--- src/ksd_pkg.sv ---
// ----------------------------------------------------------------------------
// ksd_pkg
// Shared types, key codes and display tables for the keypad to segment driver.
// ----------------------------------------------------------------------------
package ksd_pkg;

  localparam int KEY_COUNT   = 12;
  localparam int WORD_BITS   = 16;
  localparam int CNT_BITS    = $clog2(WORD_BITS);

  localparam logic [3:0] KEY_NONE = 4'd12;
  localparam logic [3:0] KEY_HASH = 4'd11;

  typedef logic [3:0] key_code_t;

  // command handed from classifier to shifter
  typedef struct packed {
    logic                 show;
    logic [WORD_BITS-1:0] word;
    logic [2:0]           rgb;
    logic                 mode;
  } ksd_cmd_t;

  // key index (row*3+col) to key code
  function automatic key_code_t index_code(input logic [3:0] idx);
    key_code_t c;
    case (idx)
      4'd9:    c = 4'd10;
      4'd10:   c = 4'd0;
      4'd11:   c = KEY_HASH;
      default: c = 4'(idx + 4'd1);
    endcase
    return c;
  endfunction

  // first pressed key in row-major order, active-low levels
  function automatic key_code_t first_key(input logic [KEY_COUNT-1:0] levels);
    key_code_t c;
    c = KEY_NONE;
    for (int i = KEY_COUNT - 1; i >= 0; i--) begin
      if (!levels[i]) c = index_code(4'(i));
    end
    return c;
  endfunction

  function automatic logic [7:0] digit_seg(input key_code_t k);
    logic [7:0] s;
    case (k)
      4'd0:    s = 8'hC0;
      4'd1:    s = 8'hF9;
      4'd2:    s = 8'hA4;
      4'd3:    s = 8'hB0;
      4'd4:    s = 8'h99;
      4'd5:    s = 8'h92;
      4'd6:    s = 8'h82;
      4'd7:    s = 8'hF8;
      4'd8:    s = 8'h80;
      4'd9:    s = 8'h90;
      default: s = 8'hFF;
    endcase
    return s;
  endfunction

  // keys 1..6 show A..F
  function automatic logic [7:0] letter_seg(input key_code_t k);
    logic [7:0] s;
    case (k)
      4'd1:    s = 8'h88;
      4'd2:    s = 8'h83;
      4'd3:    s = 8'hC6;
      4'd4:    s = 8'hA1;
      4'd5:    s = 8'h86;
      4'd6:    s = 8'h8E;
      default: s = 8'hFF;
    endcase
    return s;
  endfunction

  // red bit 2, green bit 1, blue bit 0
  function automatic logic [2:0] key_colour(input key_code_t k);
    logic [2:0] r;
    case (k)
      4'd0:    r = 3'd0;
      4'd1:    r = 3'd4;
      4'd2:    r = 3'd2;
      4'd3:    r = 3'd1;
      4'd4:    r = 3'd6;
      4'd5:    r = 3'd3;
      4'd6:    r = 3'd5;
      4'd7:    r = 3'd6;
      4'd8:    r = 3'd3;
      4'd9:    r = 3'd5;
      4'd10:   r = 3'd4;
      4'd11:   r = 3'd7;
      default: r = 3'd0;
    endcase
    return r;
  endfunction

endpackage

--- src/ksd_front.sv ---
// ----------------------------------------------------------------------------
// ksd_front
// Scan classifier: picks the key, tracks held key, mode and colour, and
// builds the shift word for each accepted scan.
// ----------------------------------------------------------------------------
module ksd_front import ksd_pkg::*; (
  input  logic        clk,
  input  logic        rst,
  input  logic        s_tvalid,
  output logic        s_tready,
  input  logic [15:0] s_tdata,
  input  logic        cfg_wr_en,
  input  logic [2:0]  cfg_wr_data,
  input  logic        q_full,
  output logic        q_push,
  output ksd_cmd_t    q_cmd
);

  logic [2:0] digit_position;
  key_code_t  held_key, held_key_next;
  logic       mode_flag, mode_flag_next;
  logic [2:0] rgb_drive, rgb_drive_next;
  key_code_t  key;
  logic       show;
  logic [7:0] seg;
  logic [7:0] sel;

  assign s_tready = !q_full;
  assign q_push   = s_tvalid && s_tready;
  assign key      = first_key(s_tdata[KEY_COUNT-1:0]);
  assign sel      = 8'hFF ^ (8'd1 << digit_position);

  always_comb begin
    held_key_next  = held_key;
    mode_flag_next = mode_flag;
    rgb_drive_next = rgb_drive;
    show           = 1'b0;
    seg            = 8'hFF;
    if (key == KEY_NONE) begin
      held_key_next = KEY_NONE;
    end else if (key != held_key) begin
      held_key_next = key;
      if (key == KEY_HASH) begin
        mode_flag_next = !mode_flag;
      end else begin
        if (!mode_flag) begin
          if (key inside {[4'd0:4'd9]}) begin
            show = 1'b1;
            seg  = digit_seg(key);
          end
        end else if (key inside {[4'd1:4'd6]}) begin
          show = 1'b1;
          seg  = letter_seg(key);
        end
        rgb_drive_next = key_colour(key);
      end
    end
  end

  assign q_cmd.show = show;
  assign q_cmd.word = {sel, seg};
  assign q_cmd.rgb  = rgb_drive_next;
  assign q_cmd.mode = mode_flag_next;

  always_ff @(posedge clk) begin
    if (rst) begin
      digit_position <= '0;
      held_key       <= KEY_NONE;
      mode_flag      <= 1'b0;
      rgb_drive      <= '0;
    end else begin
      if (cfg_wr_en) digit_position <= cfg_wr_data;
      if (q_push) begin
        held_key  <= held_key_next;
        mode_flag <= mode_flag_next;
        rgb_drive <= rgb_drive_next;
      end
    end
  end

endmodule

--- src/ksd_fifo.sv ---
// ----------------------------------------------------------------------------
// ksd_fifo
// Two-entry command queue between classifier and shifter.
// ----------------------------------------------------------------------------
module ksd_fifo import ksd_pkg::*; (
  input  logic     clk,
  input  logic     rst,
  input  logic     push,
  input  ksd_cmd_t push_cmd,
  output logic     full,
  input  logic     pop,
  output logic     not_empty,
  output ksd_cmd_t pop_cmd
);

  ksd_cmd_t   mem [2];
  logic       wr_ptr;
  logic       rd_ptr;
  logic [1:0] count;

  assign full      = count == 2'd2;
  assign not_empty = count != 2'd0;
  assign pop_cmd   = mem[rd_ptr];

  always_ff @(posedge clk) begin
    if (push) mem[wr_ptr] <= push_cmd;
  end

  always_ff @(posedge clk) begin
    if (rst) begin
      wr_ptr <= 1'b0;
      rd_ptr <= 1'b0;
      count  <= '0;
    end else begin
      if (push) wr_ptr <= !wr_ptr;
      if (pop)  rd_ptr <= !rd_ptr;
      count <= 2'(count + {1'b0, push} - {1'b0, pop});
    end
  end

endmodule

--- src/ksd_back.sv ---
// ----------------------------------------------------------------------------
// ksd_back
// Serial shifter: emits one idle beat or sixteen bit beats per command,
// MSB first, from registered outputs.
// ----------------------------------------------------------------------------
module ksd_back import ksd_pkg::*; (
  input  logic        clk,
  input  logic        rst,
  input  logic        q_valid,
  input  ksd_cmd_t    q_cmd,
  output logic        q_pop,
  output logic        m_tvalid,
  input  logic        m_tready,
  output logic [7:0]  m_tdata,
  output logic        m_tlast
);

  logic                 busy;
  logic                 show;
  logic [WORD_BITS-1:0] word;
  logic [2:0]           rgb;
  logic                 mode;
  logic [CNT_BITS-1:0]  cnt;
  logic                 last_beat;

  assign last_beat = !show || (cnt == CNT_BITS'(WORD_BITS - 1));
  assign q_pop     = q_valid && (!busy || (m_tready && last_beat));

  assign m_tvalid = busy;
  assign m_tlast  = last_beat;
  // bit 0 serial_bit, 1 bit_valid, 2 red, 3 green, 4 blue, 5 letter_mode
  assign m_tdata  = {2'b00, mode, rgb[0], rgb[1], rgb[2], show,
                     show & word[WORD_BITS-1]};

  always_ff @(posedge clk) begin
    if (rst) begin
      busy <= 1'b0;
      cnt  <= '0;
    end else if (q_pop) begin
      busy <= 1'b1;
      cnt  <= '0;
    end else if (busy && m_tready) begin
      if (last_beat) begin
        busy <= 1'b0;
      end else begin
        cnt <= CNT_BITS'(cnt + 1'b1);
      end
    end
  end

  always_ff @(posedge clk) begin
    if (q_pop) begin
      show <= q_cmd.show;
      word <= q_cmd.word;
      rgb  <= q_cmd.rgb;
      mode <= q_cmd.mode;
    end else if (busy && m_tready && !last_beat) begin
      word <= {word[WORD_BITS-2:0], 1'b0};
    end
  end

endmodule

--- src/keypad_to_segment_shift_driver.sv ---
// ----------------------------------------------------------------------------
// keypad_to_segment_shift_driver
// Keypad scan decoder driving RGB LED, mode flag and a serial display chain.
// ----------------------------------------------------------------------------
// Each input beat is one keypad scan (12 active-low levels). A scan that
// needs no display update yields one idle output beat with tlast set; a new
// digit or letter yields 16 bit beats, select byte then segment byte, MSB
// first, with tlast on the 16th (pulse the latch then). Every beat carries
// the LED and mode state after its scan. The classifier takes a scan per
// cycle while its two-entry queue has room; the shifter emits one beat per
// cycle while m_tready is high, and takes the next command on its last beat.
// digit_position is written through cfg_wr_en/cfg_wr_data.
module keypad_to_segment_shift_driver import ksd_pkg::*; (
  input  logic        clk,
  input  logic        rst,
  input  logic        s_tvalid,
  output logic        s_tready,
  input  logic [15:0] s_tdata,   // [11:0] key_levels
  output logic        m_tvalid,
  input  logic        m_tready,
  output logic [7:0]  m_tdata,   // serial_bit, bit_valid, led_red, led_green,
                                 // led_blue, letter_mode
  output logic        m_tlast,   // latch_last
  input  logic        cfg_wr_en,
  input  logic [2:0]  cfg_wr_data
);

  ksd_cmd_t push_cmd, pop_cmd;
  logic     push, pop, full, not_empty;

  ksd_front u_front (
    .clk, .rst, .s_tvalid, .s_tready, .s_tdata, .cfg_wr_en, .cfg_wr_data,
    .q_full(full), .q_push(push), .q_cmd(push_cmd)
  );

  ksd_fifo u_fifo (
    .clk, .rst, .push, .push_cmd, .full, .pop, .not_empty, .pop_cmd
  );

  ksd_back u_back (
    .clk, .rst, .q_valid(not_empty), .q_cmd(pop_cmd), .q_pop(pop),
    .m_tvalid, .m_tready, .m_tdata, .m_tlast
  );

endmodule
--- config.mk ---
export PLATFORM = sky130hd
export DESIGN_NAME = keypad_to_segment_shift_driver
export DESIGN_NICKNAME = d
export VERILOG_FILES = /design/src/ksd_pkg.sv /design/src/ksd_front.sv /design/src/ksd_fifo.sv /design/src/ksd_back.sv /design/src/keypad_to_segment_shift_driver.sv
export SDC_FILE = /design/constraint.sdc
export NUM_CORES = 1
export LEC_CHECK = 0
export BUFFER_PORTS_ARGS = -buffer_cell sky130_fd_sc_hd__buf_2
export CAP_MARGIN = 20
export CORE_ASPECT_RATIO = 1.75
export CORE_UTILIZATION = 45
export DETAILED_ROUTE_END_ITERATION = 7
export GPL_TIMING_DRIVEN = 0
export PLACE_DENSITY_LB_ADDON = 0.15
export SLEW_MARGIN = 15
export SYNTH_ARGS = -nofsm -noshare
export SYNTH_HDL_FRONTEND = slang
export SYNTH_SLANG_ARGS = --single-unit
--- constraint.sdc ---
create_clock -name clk -period 7.4 [get_ports clk]
set_input_delay 1.48 -clock clk [delete_from_list [all_inputs] [get_ports clk]]
set_output_delay 1.48 -clock clk [all_outputs]
set_load 0.01 [all_outputs]
After elaboration in Yosys (flattened, before gate mapping) --
Memory sizes are Yosys's and may differ from the RTL's. A register that Yosys moved wholly into a read port is not among the register bits. Cells that the tools add are included.
Word-level totals: register bits 41, bits in writable memories 42, bits in read-only memories 160, input bits 24, output and inout bits 11, logic and storage cells 105, memories kept 3
Cells by class: add/sub/neg operators 3, magnitude comparators 4, equality and inequality tests 11, shifts and indexed selects 1, multiplexer cells 42, bitwise gates (word level) 3, reduce and logical (&&, ||, !) cells 25
Memories:
- (no name shown) | words 16, bits a word 7, rd ports 1, clocked after Yosys merged registers in 0, wr ports 0, line ksd_pkg.sv:48 | case (k)
- (no name shown) | words 16, bits a word 3, rd ports 1, clocked after Yosys merged registers in 0, wr ports 0, line ksd_pkg.sv:82 | case (k)
- u_fifo.mem | words 2, bits a word 21, rd ports 1, clocked after Yosys merged registers in 1, wr ports 1, line ksd_fifo.sv:16 | ksd_cmd_t mem [2];
Operator list (number):
- 2-to-1 mux 4 bit | 13
- 2-to-1 mux 8 bit | 6
- case mux 7 bit (6 select lines) | 1
- 2-to-1 mux 16 bit | 2
- 2-to-1 mux 1 bit | 16
- equality test 4 x 3 -> 1 bit, second input constant | 3
- equality test 4 bit, second input constant | 3
- 2-to-1 mux 3 bit | 4
- nonzero test 2 bit | 5
- equality test 4 x 2 -> 1 bit, second input constant | 2
- greater-or-equal comparator 4 x 1 -> 1 bit, second input constant | 2
- NOT 8 bit | 1
- << shifter 1 x 3 -> 8 bit, first input constant | 1
- logical AND 1 bit | 7
- zero test 1 bit | 7
- AND reduction 2 bit | 3
- adder 4 x 1 -> 4 bit, second input constant | 1
- equality test 4 x 1 -> 1 bit, second input constant | 1
- <= comparator 4 x 3 -> 1 bit, second input constant | 1
- <= comparator 4 bit, second input constant | 1
- != test 4 bit | 1
- adder 2 x 1 -> 2 bit | 1
- equality test 2 bit, second input constant | 1
- logical OR 1 bit | 2
- other kinds (4) | 4

Depth between registers and ports, before layout --
depth in word-level cells 19, gate-level depth with buffers 12, depth with buffers taken out 11

Cells and area by module --
From an unflattened synthesis, not the netlist that was laid out.
Second synthesis, totals: cell total of the unflattened synthesis 353, area total of the unflattened synthesis 4385.5 um2
By module, submodules not included:
- ksd_fifo | times used 1, cells an instance 86, area an instance 1814.2 um2, sequential area each 1361.3 um2
- ksd_front | times used 1, cells an instance 189, area an instance 1400.1 um2, sequential area each 220.2 um2
- ksd_back | times used 1, cells an instance 78, area an instance 1171.1 um2, sequential area each 730.7 um2

Worst setup path after synthesis --
Ideal clock, no wire load.
path kind input -> register, start in s_tdata[11], end mem u_fifo.mem[0][10] in the netlist's numbering, data pin, library setup time 0.283 ns, arrival time 3.222 ns, required time 7.117 ns, path slack 3.896 ns, cell stages on the path 10, buffers on the path 1, cell sequence nand4b_1 nand3_2 a221oi_4 ha_1 clkbuf_1 nor3_1 mux2i_1 nand4_1 o21ai_0 o211ai_1
RTL lines:
- start: declaration | line keypad_to_segment_shift_driver.sv:18 | input logic [15:0] s_tdata,
- end: declaration | line ksd_fifo.sv:16

==> summary.txt <==
Worst setup path
  • Arrival @ worst endpoint: 3.99 ns
  • Origin of the critical flop-to-flop path: u_back.cnt[0]
  • Type of origin of the critical path: input pin
  • R2R depth: 12
  • CP endpoint kind: register
  • Slowest stage delay, CP: 0.52 ns
  • Reg2reg setup slack: 4.12 ns
  • WP data required: around 7.5 ns
  • Critical Path Slowest Stage Cell: a221oi_4
  • Crit path cell chain: buf_2, nand4b_1, nand3_2, a221oi_4, inv_1, ha_1, clkbuf_1, nor3_1, mux2i_1, nand4_1, nor2_1, o31ai_1
  • Critical Path Fanout Max: 10
  • RR Endpoint: u_fifo.count[1]
  • Setup CP Type: input pin to register
  • CP Launch Point: s_tdata[9]

Hold path
  • Hold-critical path depth: 2
  • HP Start: u_front.held_key[0]
  • Worst min-delay path category: register to register
  • Hold Path End: u_front.held_key[0]

Placement
  • Gpl congestion: 0.9294
  • Placed Cells incl. Taps: 511
  • Number of port buffers: 27
  • Post-DP HPWL: about 6200 um

Synthesis
  • Post-synth top area cell: edfxtp_1
  • Synth async-reset ratio: 0
  • Count leader, synth: edfxtp_1
  • Gate Count Post-Synth: between 300 and 400
  • Synthesized area per cell: 10.91 sq um
  • Post-synth top area share: 0.4598
  • Post-synth EDFFs: 61
  • Post-Syn Area: 0.003984 sq mm
  • Primary FF master, synth: edfxtp_1
  • Most instantiated cells after synthesis: 61 x edfxtp_1, 41 x nor2_1, 35 x a21oi_1
  • Synthesis warning total: 0
  • Seq/Total Area, Yosys: 0.5653
  • Unique masters post-synth: 53
  • Main area contributors after synthesis: edfxtp_1 46%, dfxtp_1 11%, mux2i_1 5.3%
  • Synthesized flop and latch total: just over 80

Routing
  • ANT nets after route: 0
  • Via Count: between 2000 and 3000
  • DRC Markers: 0
  • Initial DRC count: 164
  • Wire per inst: 15.80 um
  • Detailed Route WL: 8327 um
  • Vias per inst: 5.408
  • Number of detailed-route iterations in the first pass: 4

STA
  • Final Max Tran Viols: 0
  • Worst-case hold slack: 0.4888 ns
  • # setup viols final: 0
  • Period utilisation layout: 0.5238
  • Final count of hold timing violations: 0
  • Max Fclk: 258.0 MHz
  • Slew margin rel.: 0.3377
  • Setup_tns: 0 ns
  • RSZ-0062 raised after global routing: false
  • Tmin final: approximately 3.9 ns
  • Worst Clk Skew: ~0.0075 ns
  • Worst slew pin tran: slightly below 1 ns

Global route
  • Global-route wire length before repair: 13520 um
  • Gr usage total: 0.1975
  • Vias in the first global route: ~2900
  • Initial antenna violation count: 0
  • Pin count of the biggest net entering global routing: 21
  • Grt ovf: 0

Die
  • Die height: 126.5 um
  • Io pins: 35
  • FP Rows: 45
  • Initial core utilization: 0.4625
  • Core footprint: roughly 0.0086 sq mm
  • Die area: 0.009248 sq mm
  • Die Span X: 73.13 um

CTS
  • Clock buffer depth: 2
  • Total CTS buffers: 9
  • CTS clk-pin slew, worst paths: 0.06 ns
  • Root buf cell: clkbuf_16
  • Post-cts sizing count: 0
  • CTS tree: yes
  • Clk sink count: 82
  • Setup bufs post-CTS: 0
  • Cts hold-fix bufs: 0
  • Number of H-tree levels: 3
  • Worst skew pair latency: 0.33 ns

Job
  • Max Cap Violations: 0

Finish
  • Ratio of cells with drive above 1 in the final layout: 0.1561
  • Final Net Count: 437
  • Area Growth Syn to Fin: 14.60%
  • Fillers: 787
  • Ant. Diodes: 0
  • Finished Layout Cells: approximately 530

Outcome
  • Status: complete, no violations

Power
  • Pwr dens: approximately 320 mW/mm^2
  • Peak supply drop: approximately 0.00012 V
  • Overall Power: roughly 1.5 mW
  • Static Leakage: 1.653 nW
## placed cells by master, fill, tap and decap left out, types with 4 or more instances in the layout
cell type,n
nand4_1,5
and3_1,5
nor3_1,12
clkinv_2,4
buf_2,28
buf_4,4
nand3_1,7
clkbuf_1,22
mux2i_1,21
a31oi_1,4
inv_1,9
a21oi_1,35
o21ai_0,13
dfxtp_1,21
edfxtp_1,61
clkbuf_16,10
nand4b_1,4
ha_1,8
nand2_1,26
xor2_1,4
nor2_1,40
mux2_2,6
xnor2_1,8
nand2b_1,4
## how the worst max path moves through the flow
stage | to | cells after the start
6_report | u_fifo.mem[1][4] | 12
5_1_grt | u_fifo.mem[1][4] | 12
4_1_cts | u_fifo.mem[0][5] | 12
3_5_place_dp | u_fifo.mem[1][5] | 12
3_3_place_gp | u_fifo.mem[0][5] | 12
2_1_floorplan | u_fifo.mem[0][10] | 10
## registers in the layout, summed over array words and instances (netlist names), named ones only
name                    cells
u_front.rgb_drive           3
u_fifo.mem                 40
u_back.mode                 1
u_front.digit_position      3
u_front.mode_flag           1
u_back.m_tvalid             1
u_fifo.rd_ptr               1
u_back.cnt                  4
u_back.word                16
u_fifo.wr_ptr               1
u_back.rgb                  3
u_back.show                 1
u_fifo.count                2
u_front.held_key            4
## layout make-up
| type | count | area [sq um] | share of cell area |
|---|---|---|---|
| sequential | 82 | 2252 | 0.4933 |
| clock buffer | 11 | 254.0 | 0.05563 |
| buffer | 28 | 130.1 | 0.02850 |
| inverter | 9 | 33.78 | 0.007399 |
| clock inverter | 5 | 28.78 | 0.006303 |
| tap | 117 | 146.4 | 0.03206 |
| multi-input combinational | 247 | 1574 | 0.3448 |
| timing repair buffer | 28 | 146.4 | 0.03206 |
## per-stage QoR
| step | setup WS [ns] | utilization | area (sq um) |
|---|---|---|---|
| 6_report | 3.524 | 0.5300 | 4566 |
| 5_1_grt | 3.239 | 0.5300 | 4566 |
| 4_1_cts | 3.507 | 0.5300 | 4566 |
| 3_5_place_dp | 3.154 | 0.4972 | 4283 |
| 3_3_place_gp | 3.170 | 0.4956 | 4269 |
| 2_1_floorplan | 3.896 | - | 3988 |
## report_power, final
group / leakage, nW / total [mW] / internal, mW / switching (mW)
registers: 0.706 / 0.677 / 0.641 / 0.0361
logic: 0.803 / 0.381 / 0.146 / 0.236
clock network: 0.144 / 0.411 / 0.246 / 0.165
## routing by layer
metal | part of all wire | vias to the layer above | GRT usage | wire, um
li1 | - | 1406 | - | -
met3 | 0.024 | 10 | 0.03733 | 197
met5 | 0 | - | 0 | 0
met4 | 0.013 | 0 | 0.08766 | 108
met2 | 0.59 | 57 | 0.3840 | 4922
met1 | 0.37 | 1377 | 0.1912 | 3098
## critical path: cells and delay by family
family / cells / cell delay [ns]
AND/OR/NAND/NOR: 5 / 0.82
buffers and inverters: 3 / 0.52
multiplexers: 1 / 0.10
AO/OA/AOI/OAI: 2 / 0.82
adder cells (fa/ha/maj): 1 / 0.23
## kinds of logic after synthesis
logic type / synth area share
compound gates: 0.1146
xor+xnor: 0.02638
fa+ha+maj: 0.02513
buf+inv: 0.04114
flops: 0.5653
mux: 0.06972
other cells: 0.0009413
simple gates: 0.1567
Note: power is estimated with default switching activity, not from simulation.
